===== config.mk =====
export PLATFORM = sky130hd
export DESIGN_NAME = lru_page_replacement_flat
export DESIGN_NICKNAME = d
export VERILOG_FILES = /design/src/rtl/lrupr_pkg.sv /design/src/rtl/lrupr_if.sv /design/src/rtl/lrupr_cell.sv /design/src/rtl/lru_page_replacement.sv /design/src/flat_wrapper.sv
export SDC_FILE = /design/constraint.sdc
export NUM_CORES = 1
export LEC_CHECK = 0
export BUFFER_PORTS_ARGS = -buffer_cell sky130_fd_sc_hd__buf_2
export CORE_ASPECT_RATIO = 0.8
export CORE_UTILIZATION = 50
export CTS_CLUSTER_SIZE = 12
export DETAILED_ROUTE_END_ITERATION = 10
export PLACE_DENSITY = 0.68
export SETUP_SLACK_MARGIN = 0.15
export SLEW_MARGIN = 20
export SYNTH_ARGS = -nofsm -noshare
export SYNTH_HDL_FRONTEND = slang
export SYNTH_SLANG_ARGS = --single-unit

===== constraint.sdc =====
create_clock -name clk -period 5.2 [get_ports clk]
set_input_delay 0.52 -clock clk [delete_from_list [all_inputs] [get_ports clk]]
set_output_delay 0.52 -clock clk [all_outputs]
set_load 0.05 [all_outputs]

===== src/rtl/lrupr_pkg.sv =====
// Shared constants and types for the LRU page replacement stack.
package lrupr_pkg;

  localparam int MAX_FRAMES_DEF = 32;
  localparam int PAGE_BITS_DEF  = 16;
  localparam int PAGE_W         = 16;
  localparam int COUNT_W        = 32;
  localparam int FRAME_W        = 6;

  localparam logic [FRAME_W-1:0] FRAME_COUNT_RESET = FRAME_W'(4);
  localparam logic [COUNT_W-1:0] COUNT_MAX         = '1;

  typedef struct packed {
    logic step;
    logic hit;
    logic evict;
  } lru_ctrl_t;

endpackage


===== src/rtl/lrupr_if.sv =====
// Valid/ready channel interfaces for page references and replacement results.
interface lrupr_in_if
  import lrupr_pkg::*;
();
  logic              valid;
  logic              ready;
  logic [PAGE_W-1:0] page_number;

  modport source (output valid, output page_number, input ready);
  modport sink   (input valid, input page_number, output ready);
endinterface

interface lrupr_out_if
  import lrupr_pkg::*;
();
  logic               valid;
  logic               ready;
  logic               fault;
  logic               evicted_valid;
  logic [PAGE_W-1:0]  evicted_page;
  logic [COUNT_W-1:0] fault_total;
  logic [COUNT_W-1:0] reference_total;

  modport source (output valid, output fault, output evicted_valid, output evicted_page,
                  output fault_total, output reference_total, input ready);
  modport sink   (input valid, input fault, input evicted_valid, input evicted_page,
                  input fault_total, input reference_total, output ready);
endinterface


===== src/rtl/lrupr_cell.sv =====
// One position of the recency stack: holds a page, compares it and shifts toward the LRU end.
module lrupr_cell
  import lrupr_pkg::*;
#(
  parameter int IDX       = 0,
  parameter int OCC_W     = 6,
  parameter int PAGE_BITS = PAGE_BITS_DEF
) (
  input  logic                 clk,
  input  lru_ctrl_t            ctrl,
  input  logic [OCC_W-1:0]     occ,
  input  logic [PAGE_BITS-1:0] pg,
  input  logic [PAGE_BITS-1:0] upper_page,
  input  logic                 prefix_in,
  output logic                 prefix_out,
  output logic [PAGE_BITS-1:0] page_out
);

  localparam logic [OCC_W-1:0] POS      = OCC_W'(IDX);
  localparam logic [OCC_W:0]   NEXT_POS = (OCC_W+1)'(IDX + 1);

  logic [PAGE_BITS-1:0] page_r;
  logic [PAGE_BITS-1:0] page_nxt;
  logic                 occupied;
  logic                 below_top;
  logic                 is_top;
  logic                 is_append;

  assign occupied   = POS < occ;
  assign below_top  = NEXT_POS < {1'b0, occ};
  assign is_top     = NEXT_POS == {1'b0, occ};
  assign is_append  = POS == occ;
  assign prefix_out = prefix_in | (occupied && (page_r == pg));
  assign page_out   = page_r;

  always_comb begin
    page_nxt = page_r;
    if (ctrl.step) begin
      if (below_top && (prefix_out || ctrl.evict)) begin
        page_nxt = upper_page;
      end else if (is_top && (ctrl.hit || ctrl.evict)) begin
        page_nxt = pg;
      end else if (is_append && !ctrl.hit && !ctrl.evict) begin
        page_nxt = pg;
      end
    end
  end

  always_ff @(posedge clk) begin
    page_r <= page_nxt;
  end

endmodule


===== src/rtl/lru_page_replacement.sv =====
// Top level of the LRU page replacement stack with fault and reference counters.
//
// The in_ch channel takes one page reference per item; out_ch returns one result
// item per reference: fault, evicted_valid, evicted_page and the running fault and
// reference totals, both saturating. cfg_we with cfg_wdata sets frame_count, the
// number of frames in use; 0 acts as 1 and values above MAX_FRAMES act as MAX_FRAMES.
// The stack is a row of MAX_FRAMES cells. All cells compare the reference in
// parallel and a match flag ripples from the LRU end, so a hit, append or eviction
// and the shift of the stack complete in the cycle the item is accepted.
// The result is registered in the output register when the item is accepted, and one
// item is taken per cycle as long as out_ch is ready. When the receiver stalls,
// the output register holds its item and in_ch.ready drops until it is taken.
// Reset empties the stack (occupancy zero), clears both counters and sets
// frame_count to 4; no clearing pass is needed and items are taken right away.
module lru_page_replacement
  import lrupr_pkg::*;
#(
  parameter int MAX_FRAMES = MAX_FRAMES_DEF,
  parameter int PAGE_BITS  = PAGE_BITS_DEF
) (
  input  logic               clk,
  input  logic               rst_n,
  input  logic               cfg_we,
  input  logic [FRAME_W-1:0] cfg_wdata,
  lrupr_in_if.sink           in_ch,
  lrupr_out_if.source        out_ch
);

  localparam int OCC_W = $clog2(MAX_FRAMES + 1);
  localparam logic [OCC_W-1:0] OCC_MAX = OCC_W'(MAX_FRAMES);

  logic [FRAME_W-1:0]   frame_count_r;
  logic [OCC_W-1:0]     occ_r;
  logic [OCC_W-1:0]     occ_nxt;
  logic [OCC_W-1:0]     limit;
  logic [COUNT_W-1:0]   fault_cnt_r;
  logic [COUNT_W-1:0]   fault_cnt_nxt;
  logic [COUNT_W-1:0]   ref_cnt_r;
  logic [COUNT_W-1:0]   ref_cnt_nxt;
  logic                 out_valid_r;
  logic                 fault_r;
  logic                 evicted_valid_r;
  logic [PAGE_W-1:0]    evicted_page_r;
  logic [PAGE_W-1:0]    evicted_page_nxt;
  logic                 accept;
  logic                 hit;
  logic                 evict;
  lru_ctrl_t            ctrl;
  logic [PAGE_BITS+PAGE_W-1:0] pg_ext;
  logic [PAGE_BITS+PAGE_W-1:0] ev_ext;
  logic [PAGE_BITS-1:0] pg;
  logic [MAX_FRAMES:0]  prefix;
  logic [PAGE_BITS-1:0] cell_page [MAX_FRAMES];

  assign pg_ext = {{PAGE_BITS{1'b0}}, in_ch.page_number};
  assign pg     = pg_ext[PAGE_BITS-1:0];

  always_comb begin
    if (frame_count_r == '0) begin
      limit = OCC_W'(1);
    end else if (32'(frame_count_r) > 32'(MAX_FRAMES)) begin
      limit = OCC_MAX;
    end else begin
      limit = OCC_W'(frame_count_r);
    end
  end

  assign in_ch.ready = rst_n && (!out_valid_r || out_ch.ready);
  assign accept      = in_ch.valid && in_ch.ready;
  assign hit         = prefix[MAX_FRAMES];
  assign evict       = !hit && (occ_r >= limit);
  assign ctrl        = '{step: accept, hit: hit, evict: evict};
  assign prefix[0]   = 1'b0;

  for (genvar i = 0; i < MAX_FRAMES; i++) begin : g_cell
    logic [PAGE_BITS-1:0] upper;
    if (i == MAX_FRAMES - 1) begin : g_last
      assign upper = pg;
    end else begin : g_mid
      assign upper = cell_page[i+1];
    end
    lrupr_cell #(
      .IDX       (i),
      .OCC_W     (OCC_W),
      .PAGE_BITS (PAGE_BITS)
    ) u_cell (
      .clk        (clk),
      .ctrl       (ctrl),
      .occ        (occ_r),
      .pg         (pg),
      .upper_page (upper),
      .prefix_in  (prefix[i]),
      .prefix_out (prefix[i+1]),
      .page_out   (cell_page[i])
    );
  end

  assign ev_ext = {{PAGE_W{1'b0}}, cell_page[0]};

  always_comb begin
    occ_nxt          = occ_r;
    fault_cnt_nxt    = fault_cnt_r;
    ref_cnt_nxt      = (ref_cnt_r == COUNT_MAX) ? ref_cnt_r : ref_cnt_r + COUNT_W'(1);
    evicted_page_nxt = evict ? ev_ext[PAGE_W-1:0] : '0;
    if (!hit) begin
      fault_cnt_nxt = (fault_cnt_r == COUNT_MAX) ? fault_cnt_r : fault_cnt_r + COUNT_W'(1);
      if (!evict) begin
        occ_nxt = occ_r + OCC_W'(1);
      end
    end
  end

  always_ff @(posedge clk) begin
    if (!rst_n) begin
      frame_count_r <= FRAME_COUNT_RESET;
      occ_r         <= '0;
      fault_cnt_r   <= '0;
      ref_cnt_r     <= '0;
      out_valid_r   <= 1'b0;
    end else begin
      if (cfg_we) begin
        frame_count_r <= cfg_wdata;
      end
      if (accept) begin
        occ_r       <= occ_nxt;
        fault_cnt_r <= fault_cnt_nxt;
        ref_cnt_r   <= ref_cnt_nxt;
        out_valid_r <= 1'b1;
      end else if (out_ch.ready) begin
        out_valid_r <= 1'b0;
      end
    end
  end

  always_ff @(posedge clk) begin
    if (accept) begin
      fault_r         <= !hit;
      evicted_valid_r <= evict;
      evicted_page_r  <= evicted_page_nxt;
    end
  end

  assign out_ch.valid           = out_valid_r;
  assign out_ch.fault           = fault_r;
  assign out_ch.evicted_valid   = evicted_valid_r;
  assign out_ch.evicted_page    = evicted_page_r;
  assign out_ch.fault_total     = fault_cnt_r;
  assign out_ch.reference_total = ref_cnt_r;

endmodule


===== src/flat_wrapper.sv =====
// flat-port wrapper written by rule: the top's interface ports become plain ports
module lru_page_replacement_flat import lrupr_pkg::*;
#(
  parameter int MAX_FRAMES = MAX_FRAMES_DEF,
  parameter int PAGE_BITS  = PAGE_BITS_DEF
)
  (clk, rst_n, cfg_we, cfg_wdata, in_ch_valid, in_ch_page_number, in_ch_ready, out_ch_valid, out_ch_fault, out_ch_evicted_valid, out_ch_evicted_page, out_ch_fault_total, out_ch_reference_total, out_ch_ready);
  lrupr_in_if in_ch_i ();
  lrupr_out_if out_ch_i ();
  input  logic clk;
  input  logic rst_n;
  input  logic cfg_we;
  input  logic [FRAME_W-1:0] cfg_wdata;
  input wire logic [$bits(in_ch_i.valid)-1:0] in_ch_valid;
  input wire logic [$bits(in_ch_i.page_number)-1:0] in_ch_page_number;
  output wire logic [$bits(in_ch_i.ready)-1:0] in_ch_ready;
  output wire logic [$bits(out_ch_i.valid)-1:0] out_ch_valid;
  output wire logic [$bits(out_ch_i.fault)-1:0] out_ch_fault;
  output wire logic [$bits(out_ch_i.evicted_valid)-1:0] out_ch_evicted_valid;
  output wire logic [$bits(out_ch_i.evicted_page)-1:0] out_ch_evicted_page;
  output wire logic [$bits(out_ch_i.fault_total)-1:0] out_ch_fault_total;
  output wire logic [$bits(out_ch_i.reference_total)-1:0] out_ch_reference_total;
  input wire logic [$bits(out_ch_i.ready)-1:0] out_ch_ready;
  assign in_ch_i.valid = in_ch_valid;
  assign in_ch_i.page_number = in_ch_page_number;
  assign in_ch_ready = in_ch_i.ready;
  assign out_ch_valid = out_ch_i.valid;
  assign out_ch_fault = out_ch_i.fault;
  assign out_ch_evicted_valid = out_ch_i.evicted_valid;
  assign out_ch_evicted_page = out_ch_i.evicted_page;
  assign out_ch_fault_total = out_ch_i.fault_total;
  assign out_ch_reference_total = out_ch_i.reference_total;
  assign out_ch_i.ready = out_ch_ready;
  lru_page_replacement #(.MAX_FRAMES(MAX_FRAMES), .PAGE_BITS(PAGE_BITS)) u_core (.clk(clk), .rst_n(rst_n), .cfg_we(cfg_we), .cfg_wdata(cfg_wdata), .in_ch(in_ch_i), .out_ch(out_ch_i));
endmodule

* Word-level counts from Yosys, hierarchy flattened *
Cells that the tools add are included.

word-level totals
  input bits = 27
  bits in writable memories = 0
  word-level logic and storage cells = 579
  bits in registers = 607
  memories = 0
  memory bits (read-only) = 0
  latch bits = 0
  output and inout bits = 84

cells by class
  $lt $le $gt $ge = 66
  equal/unequal tests = 66
  reduce and logical (&&, ||, !) cells = 269
  shift operators = 0
  divide/modulo/power cells = 0
  add/sub/neg operators = 3
  multiplexer cells = 100
  multipliers = 0
  bitwise operators = 35

operators by type and width
  operator               count
  $mux 16                96
  $eq 16x16->1           32
  $lt 5x6->1 const A     32
  $logic_and 1x1->1      163
  $eq 5x6->1 const A     16
  $lt 4x6->1 const A     16
  $reduce_bool 3->1      32
  $reduce_and 2->1       33
  $add 32x1->32 const B  2
  $eq 32x32->1 const B   2
  $eq 4x6->1 const A     8
  $lt 3x6->1 const A     8
  $logic_or 1x1->1       33
  $or 1x1->1             31
  $eq 3x6->1 const A     4
  $lt 2x6->1 const A     4
  $lt 1x6->1 const A     3
  $eq 2x6->1 const A     2
  $logic_not 6->1        2
  $mux 6                 2
  $add 6x1->6 const B    1
  $eq 1x6->1 const A     1
  $eq 6x6->1 const A     1
  $ge 6x6->1             1
  other kinds (7)        14

* Logic depth before layout (Yosys ltp) *
  depth after elaboration = 40
  depth in mapped cells = 17
  depth with buffers taken out = 14

* Cells and area by module *
From an unflattened synthesis, not the netlist that was laid out.

unflattened totals
  cells, all modules = 4323
  area, all modules = 44496.4 µm²

by module, submodules not included
  module                                      sequential area each (µm²)  cells an instance  area an instance (µm²)  instances
  lru_page_replacement                        2082.0                      506                4614.4                  1
  lrupr_cell at u_core.g_cell[23].u_cell ...  480.5                       69                 1012.2                  2
  lrupr_cell at u_core.g_cell[17].u_cell ...  480.5                       70                 993.5                   2
  lrupr_cell at u_core.g_cell[6].u_cell       480.5                       167                1604.0                  1
  lrupr_cell at u_core.g_cell[8].u_cell       480.5                       167                1602.8                  1
  lrupr_cell at u_core.g_cell[26].u_cell      480.5                       160                1542.7                  1
  lrupr_cell at u_core.g_cell[2].u_cell       480.5                       182                1539.0                  1
  lrupr_cell at u_core.g_cell[3].u_cell       480.5                       166                1537.7                  1
  lrupr_cell at u_core.g_cell[12].u_cell      480.5                       165                1531.5                  1
  lrupr_cell at u_core.g_cell[1].u_cell       480.5                       182                1530.2                  1
  lrupr_cell at u_core.g_cell[22].u_cell      480.5                       166                1478.9                  1
  lrupr_cell at u_core.g_cell[11].u_cell      480.5                       169                1471.4                  1
  lrupr_cell at u_core.g_cell[18].u_cell      480.5                       167                1467.7                  1
  lrupr_cell at u_core.g_cell[21].u_cell      480.5                       162                1435.1                  1
  +17 rows                                    n/a                         n/a                n/a                     n/a

* Worst setup path before layout *
No wires, ideal clock.

  kind = input to register
  start = input port in_ch_page_number[13]
  end = register u_core.g_cell[1].u_cell.page_r[0], enable pin
  arrival time = 4.447 ns
  slack = 0.342 ns
  library setup time = 0.411 ns
  required time = 4.789 ns
  stages = 14
  path buffers = 4
  path through = buf_4 buf_4 buf_2 xor2_1 or4b_1 nor3_1 nand4_1 o2111ai_1 a2111oi_0 and3_1 buf_2 or3b_1 a211o_1 o21ai_0

on the way
  cells in the longest elaborated chain, start to end = 39
  elaborated cells on any way between the ends = 106
  those cells by class = eq/ne: 32; bitwise: 31; reduce/logical: 43

RTL lines
  element                                         line                                                  source
  from (decl)                                     flat_wrapper.sv:15                                    input wire logic [$bits(in_ch_i.page_number)-1:0] in_ch_page_number;
  $eq 16x16->1                                    lrupr_cell.sv:33                                      assign prefix_out = prefix_in | (occupied && (page_r == pg));
  $logic_and 1x1->1                               lrupr_cell.sv:33
  $or 1x1->1 (31 in a row)                        lrupr_cell.sv:33
  $logic_not 1->1                                 lrupr_cell.sv:43, lru_page_replacement.sv:71
  $logic_and 1x1->1                               lru_page_replacement.sv:71                            assign evict = !hit && (occ_r >= limit);
  $logic_or 1x1->1, or another cell as far along  lrupr_cell.sv:39                                      if (below_top && (prefix_out || ctrl.evict)) begin
  $logic_and 1x1->1, on equally long branches     lrupr_cell.sv:39, lrupr_cell.sv:41, lrupr_cell.sv:43
  $reduce_bool 3->1 (no line) (*)                 n/a
  $reduce_and 2->1 (no line) (*)                  n/a
  to (signal assigned)                            lrupr_cell.sv:50                                      page_r <= page_nxt;
  to (decl)                                       lrupr_cell.sv:22                                      logic [PAGE_BITS-1:0] page_r;

Every way passes the cells marked *; elsewhere a longest branch is shown, timed or not.
A chain may end at the register's enable or synchronous reset.

* Worst setup path in the final report *
  start = register u_core.occ_r[2]
  end = register u_core.g_cell[14].u_cell.page_r[7], enable pin

on the way
  cells in the longest elaborated chain, start to end = 39
  elaborated cells on any way between the ends = 110
  those cells by class = order compare: 34; eq/ne: 2; bitwise: 31; reduce/logical: 43

RTL lines
  element                                         line                                                  source
  from (decl)                                     lru_page_replacement.sv:33                            logic [OCC_W-1:0] occ_r;
  from (signal assigned)                          lru_page_replacement.sv:125                           occ_r <= occ_nxt;
  $lt 1x6->1                                      lrupr_cell.sv:29                                      assign occupied = POS < occ;
  $logic_and 1x1->1                               lrupr_cell.sv:33
  $or 1x1->1 (31 in a row)                        lrupr_cell.sv:33
  $logic_not 1->1                                 lrupr_cell.sv:43, lru_page_replacement.sv:71
  $logic_and 1x1->1                               lru_page_replacement.sv:71
  $logic_or 1x1->1, or another cell as far along  lrupr_cell.sv:39
  $logic_and 1x1->1, on equally long branches     lrupr_cell.sv:39, lrupr_cell.sv:41, lrupr_cell.sv:43
  $reduce_bool 3->1 (no line) (*)                 n/a
  $reduce_and 2->1 (no line) (*)                  n/a
  to (signal assigned)                            lrupr_cell.sv:50
  to (decl)                                       lrupr_cell.sv:22

Marks and branches as above.

==> metrics.txt <==
status finished clean; dpl ws roughly 0.084 ns; Hold EP u_core.frame_count_r[2]$_SDFFE_PN1P_; die area 69400 sq um; routability cong. roughly 0.95; Tcrit/Tclk final 0.937; clock sinks 607; FF+latch count, synth about 610; antenna-violating nets left 0; Mapped Nets 2736; share of cells above drive strength 1 0.308; CTS max path bufs 3; Die Ht ~240 microns; post-synthesis area per instance 12.7 sq um; Initial Util 0.507; DRC Markers 0; R2R setup slack 0.33 ns; Max Slew Vio Count 0; HP Class in2reg; P&R area growth vs syn 11.6%; Worst Max-Slew Pin Slew 1.16 ns; Routed WL 92700 microns; initial antenna violation count 3; Setup TNS Final 0 ns; initial DRC count between 2000 and 2500; f_max about 210 MHz; worst setup margin 0.327 ns; ys async rst share 0; drt pass-1 iters 5; P per Cell Area 277 nW/um^2; Max Cap Viol 0; vias in the first global route 22700; startpoint class of the critical path register; Post-Syn Instances 2698; ys flop type edfxtp_1; final core occ 0.565; WS Path Type reg2reg; Max-slew headroom 0.228; Core ar. 67400 sq um; chip width 294 microns; Top Ports 111; LEAKAGE approximately 13 nW; first-pass GRT wire length 141000 microns; most common cell after layout, fill and taps aside edfxtp_1; CTS tree yes; crit path capture type register; GRT Total Usage 0.266; RSZ-0062 raised after global routing false; H-tree levels 2; CP Max Fanout 16; Synth Cell Area 34200 sq um; Layout Nets about 2900; Synth Warn # 0; Final Skew 0.0231 ns; R2R depth 12; Required @ worst endpoint 5.57 ns; Worst-path clk slew around 0.070 ns; Root Buffer clkbuf_16; grt total ovfl 0; R2R Path End u_core.g_cell[14].u_cell.page_out[7]$_DFFE_PP_; post-DP HPWL 66200 microns; most frequent cells in the layout edfxtp_1, mux2_2, xnor2_1; maximum vdd ir drop 0.241 mV; Seq/Total Area, Yosys 0.511; Netlist cell types 89; hold_sp cfg_wdata[2]; routed vias 22700; CP arrival between 5 and 6 ns; clock period minus worst slack 4.87 ns; number of port buffers 110; CTS Buf Count 61; # rows 85; r2r startpoint u_core.occ_r[2]$_SDFFE_PN0P_; Post-synth EDFFs 530; clock latency at the later pin of the worst-skew pair 0.64 ns; vias per cell around 6; pin count of the biggest net entering global routing 50; setup violators final 0; Min-Delay Path Depth 3; Fin. Hold Viols 0; Hold Buf Count CTS 0; DR WL/cell 24.5 microns
## state kept, by name, summed over array words and instances, names as in the netlist
name	cells
u_core.g_cell.u_cell.page_out	512
u_core.occ_r	6
u_core.out_ch.valid	1
u_core.out_ch.evicted_valid	1
u_core.frame_count_r	6
u_core.out_ch.reference_total	32
u_core.out_ch.fault	1
u_core.out_ch.fault_total	32
u_core.out_ch.evicted_page	16
## metrics by stage
| stage | std cells | cell area (sq um) | power, mW | hold slack, ns |
|---|---|---|---|---|
| after CTS | 3786 | 38100 | 10.6 | 0.101 |
| after global placement | 3682 | 36300 | 6.38 | 0.462 |
| after floorplan | 2698 | 34200 | 6.11 | 0.461 |
| after global routing | 3789 | 38100 | 10.8 | 0.129 |
| after detailed placement | 3682 | 36300 | 6.39 | 0.492 |
| final | 3789 | 38100 | 10.5 | 0.135 |
## Yosys cell counts (6+ instances only)
cell,number,share of area
a21oi_1,41,0.0060
a21o_1,6,0.0013
or2_2,9,0.0016
mux2i_1,21,0.0062
nand4b_1,6,0.0015
a31o_2,7,0.0018
o22ai_1,8,0.0015
or3_1,13,0.0024
edfxtp_1,530,0.47
mux2_4,18,0.0079
o31a_1,7,0.0018
nand2b_1,16,0.0029
nand4_1,103,0.019
and3_1,20,0.0037
nor2_1,106,0.012
o21ai_0,22,0.0032
dfxtp_1,77,0.045
buf_2,48,0.0070
buf_6,8,0.0026
buf_4,55,0.012
mux2_2,475,0.16
ha_1,11,0.0040
nand2_1,106,0.012
xor2_1,241,0.062
nand3_1,46,0.0067
and2_1,29,0.0053
nor4_1,72,0.013
inv_1,18,0.0020
a31oi_1,7,0.0013
clkbuf_1,76,0.0083
o21a_1,6,0.0013
nor3_1,48,0.0070
xnor2_1,310,0.079
and4_1,11,0.0028
## critical path: stages (launching register included)
cell       delay (ns)
dfxtp_1          0.49
or2_2            0.43
a21oi_1          0.30
or4_1            0.18
a2bb2oi_1        0.44
o211ai_1         0.39
a2111oi_1        0.71
and3_1           0.28
buf_4            0.21
mux2i_1          0.44
nor2_1           0.20
a32o_1           0.30
buf_4            0.21
## worst max-delay path by stage
stage | start | to | slack [ns]
floorplan | in_ch_page_number[13] | u_core.g_cell[1].u_cell.page_out[0]$_DFFE_PP_ | 0.34
global placement | in_ch_page_number[0] | u_core.g_cell[16].u_cell.page_out[1]$_DFFE_PP_ | 0.02
detailed placement | in_ch_page_number[0] | u_core.g_cell[14].u_cell.page_out[1]$_DFFE_PP_ | 0.08
CTS | u_core.frame_count_r[1]$_SDFFE_PN0P_ | u_core.g_cell[14].u_cell.page_out[1]$_DFFE_PP_ | 0.33
global route | u_core.occ_r[2]$_SDFFE_PN0P_ | u_core.g_cell[14].u_cell.page_out[7]$_DFFE_PP_ | 0.18
finish | u_core.occ_r[2]$_SDFFE_PN0P_ | u_core.g_cell[14].u_cell.page_out[7]$_DFFE_PP_ | 0.33
## per-layer routing
metal  wire, microns  track usage  vias to the layer above
met5               0            0                        -
met4            1870       0.0627                        0
met3            6610       0.0406                      127
met2           40600        0.396                      876
met1           43600        0.405                    11400
li1                -            -                    10200
## cell families after synthesis
family,count (synthesis),share of synthesized area
fa+ha+maj,11,0.00403
buf+inv,208,0.0324
mux,518,0.172
simple gates,632,0.101
flops,607,0.511
compound gates,171,0.0381
xor+xnor,551,0.141
## cell type report
class / instances / area (sq um)
fillers: 5572 / 29300
inverters: 18 / 67.6
flip-flops and latches: 607 / 17500
diodes: 3 / 7.51
well taps: 913 / 1140
repair buffers: 261 / 2000
clock inverters: 18 / 193
clock buffers: 86 / 1640
multi-input cells: 1883 / 15600
## power by group
group	switching (mW)	total, mW	internal [mW]	leakage, nW
Clock	1.87	4.24	2.37	0.893
Combinational	0.553	0.951	0.398	6.51
Sequential	0.0239	5.35	5.33	5.40
Total	2.45	10.5	8.10	12.8
## repair_timing
| action | in CTS | in global routing |
|---|---|---|
| gates resized for setup | 0 | 1 |
| setup buffers | 0 | 0 |
| setup endpoints to repair | 0 | 112 |
(Power assumes the default switching activity.)
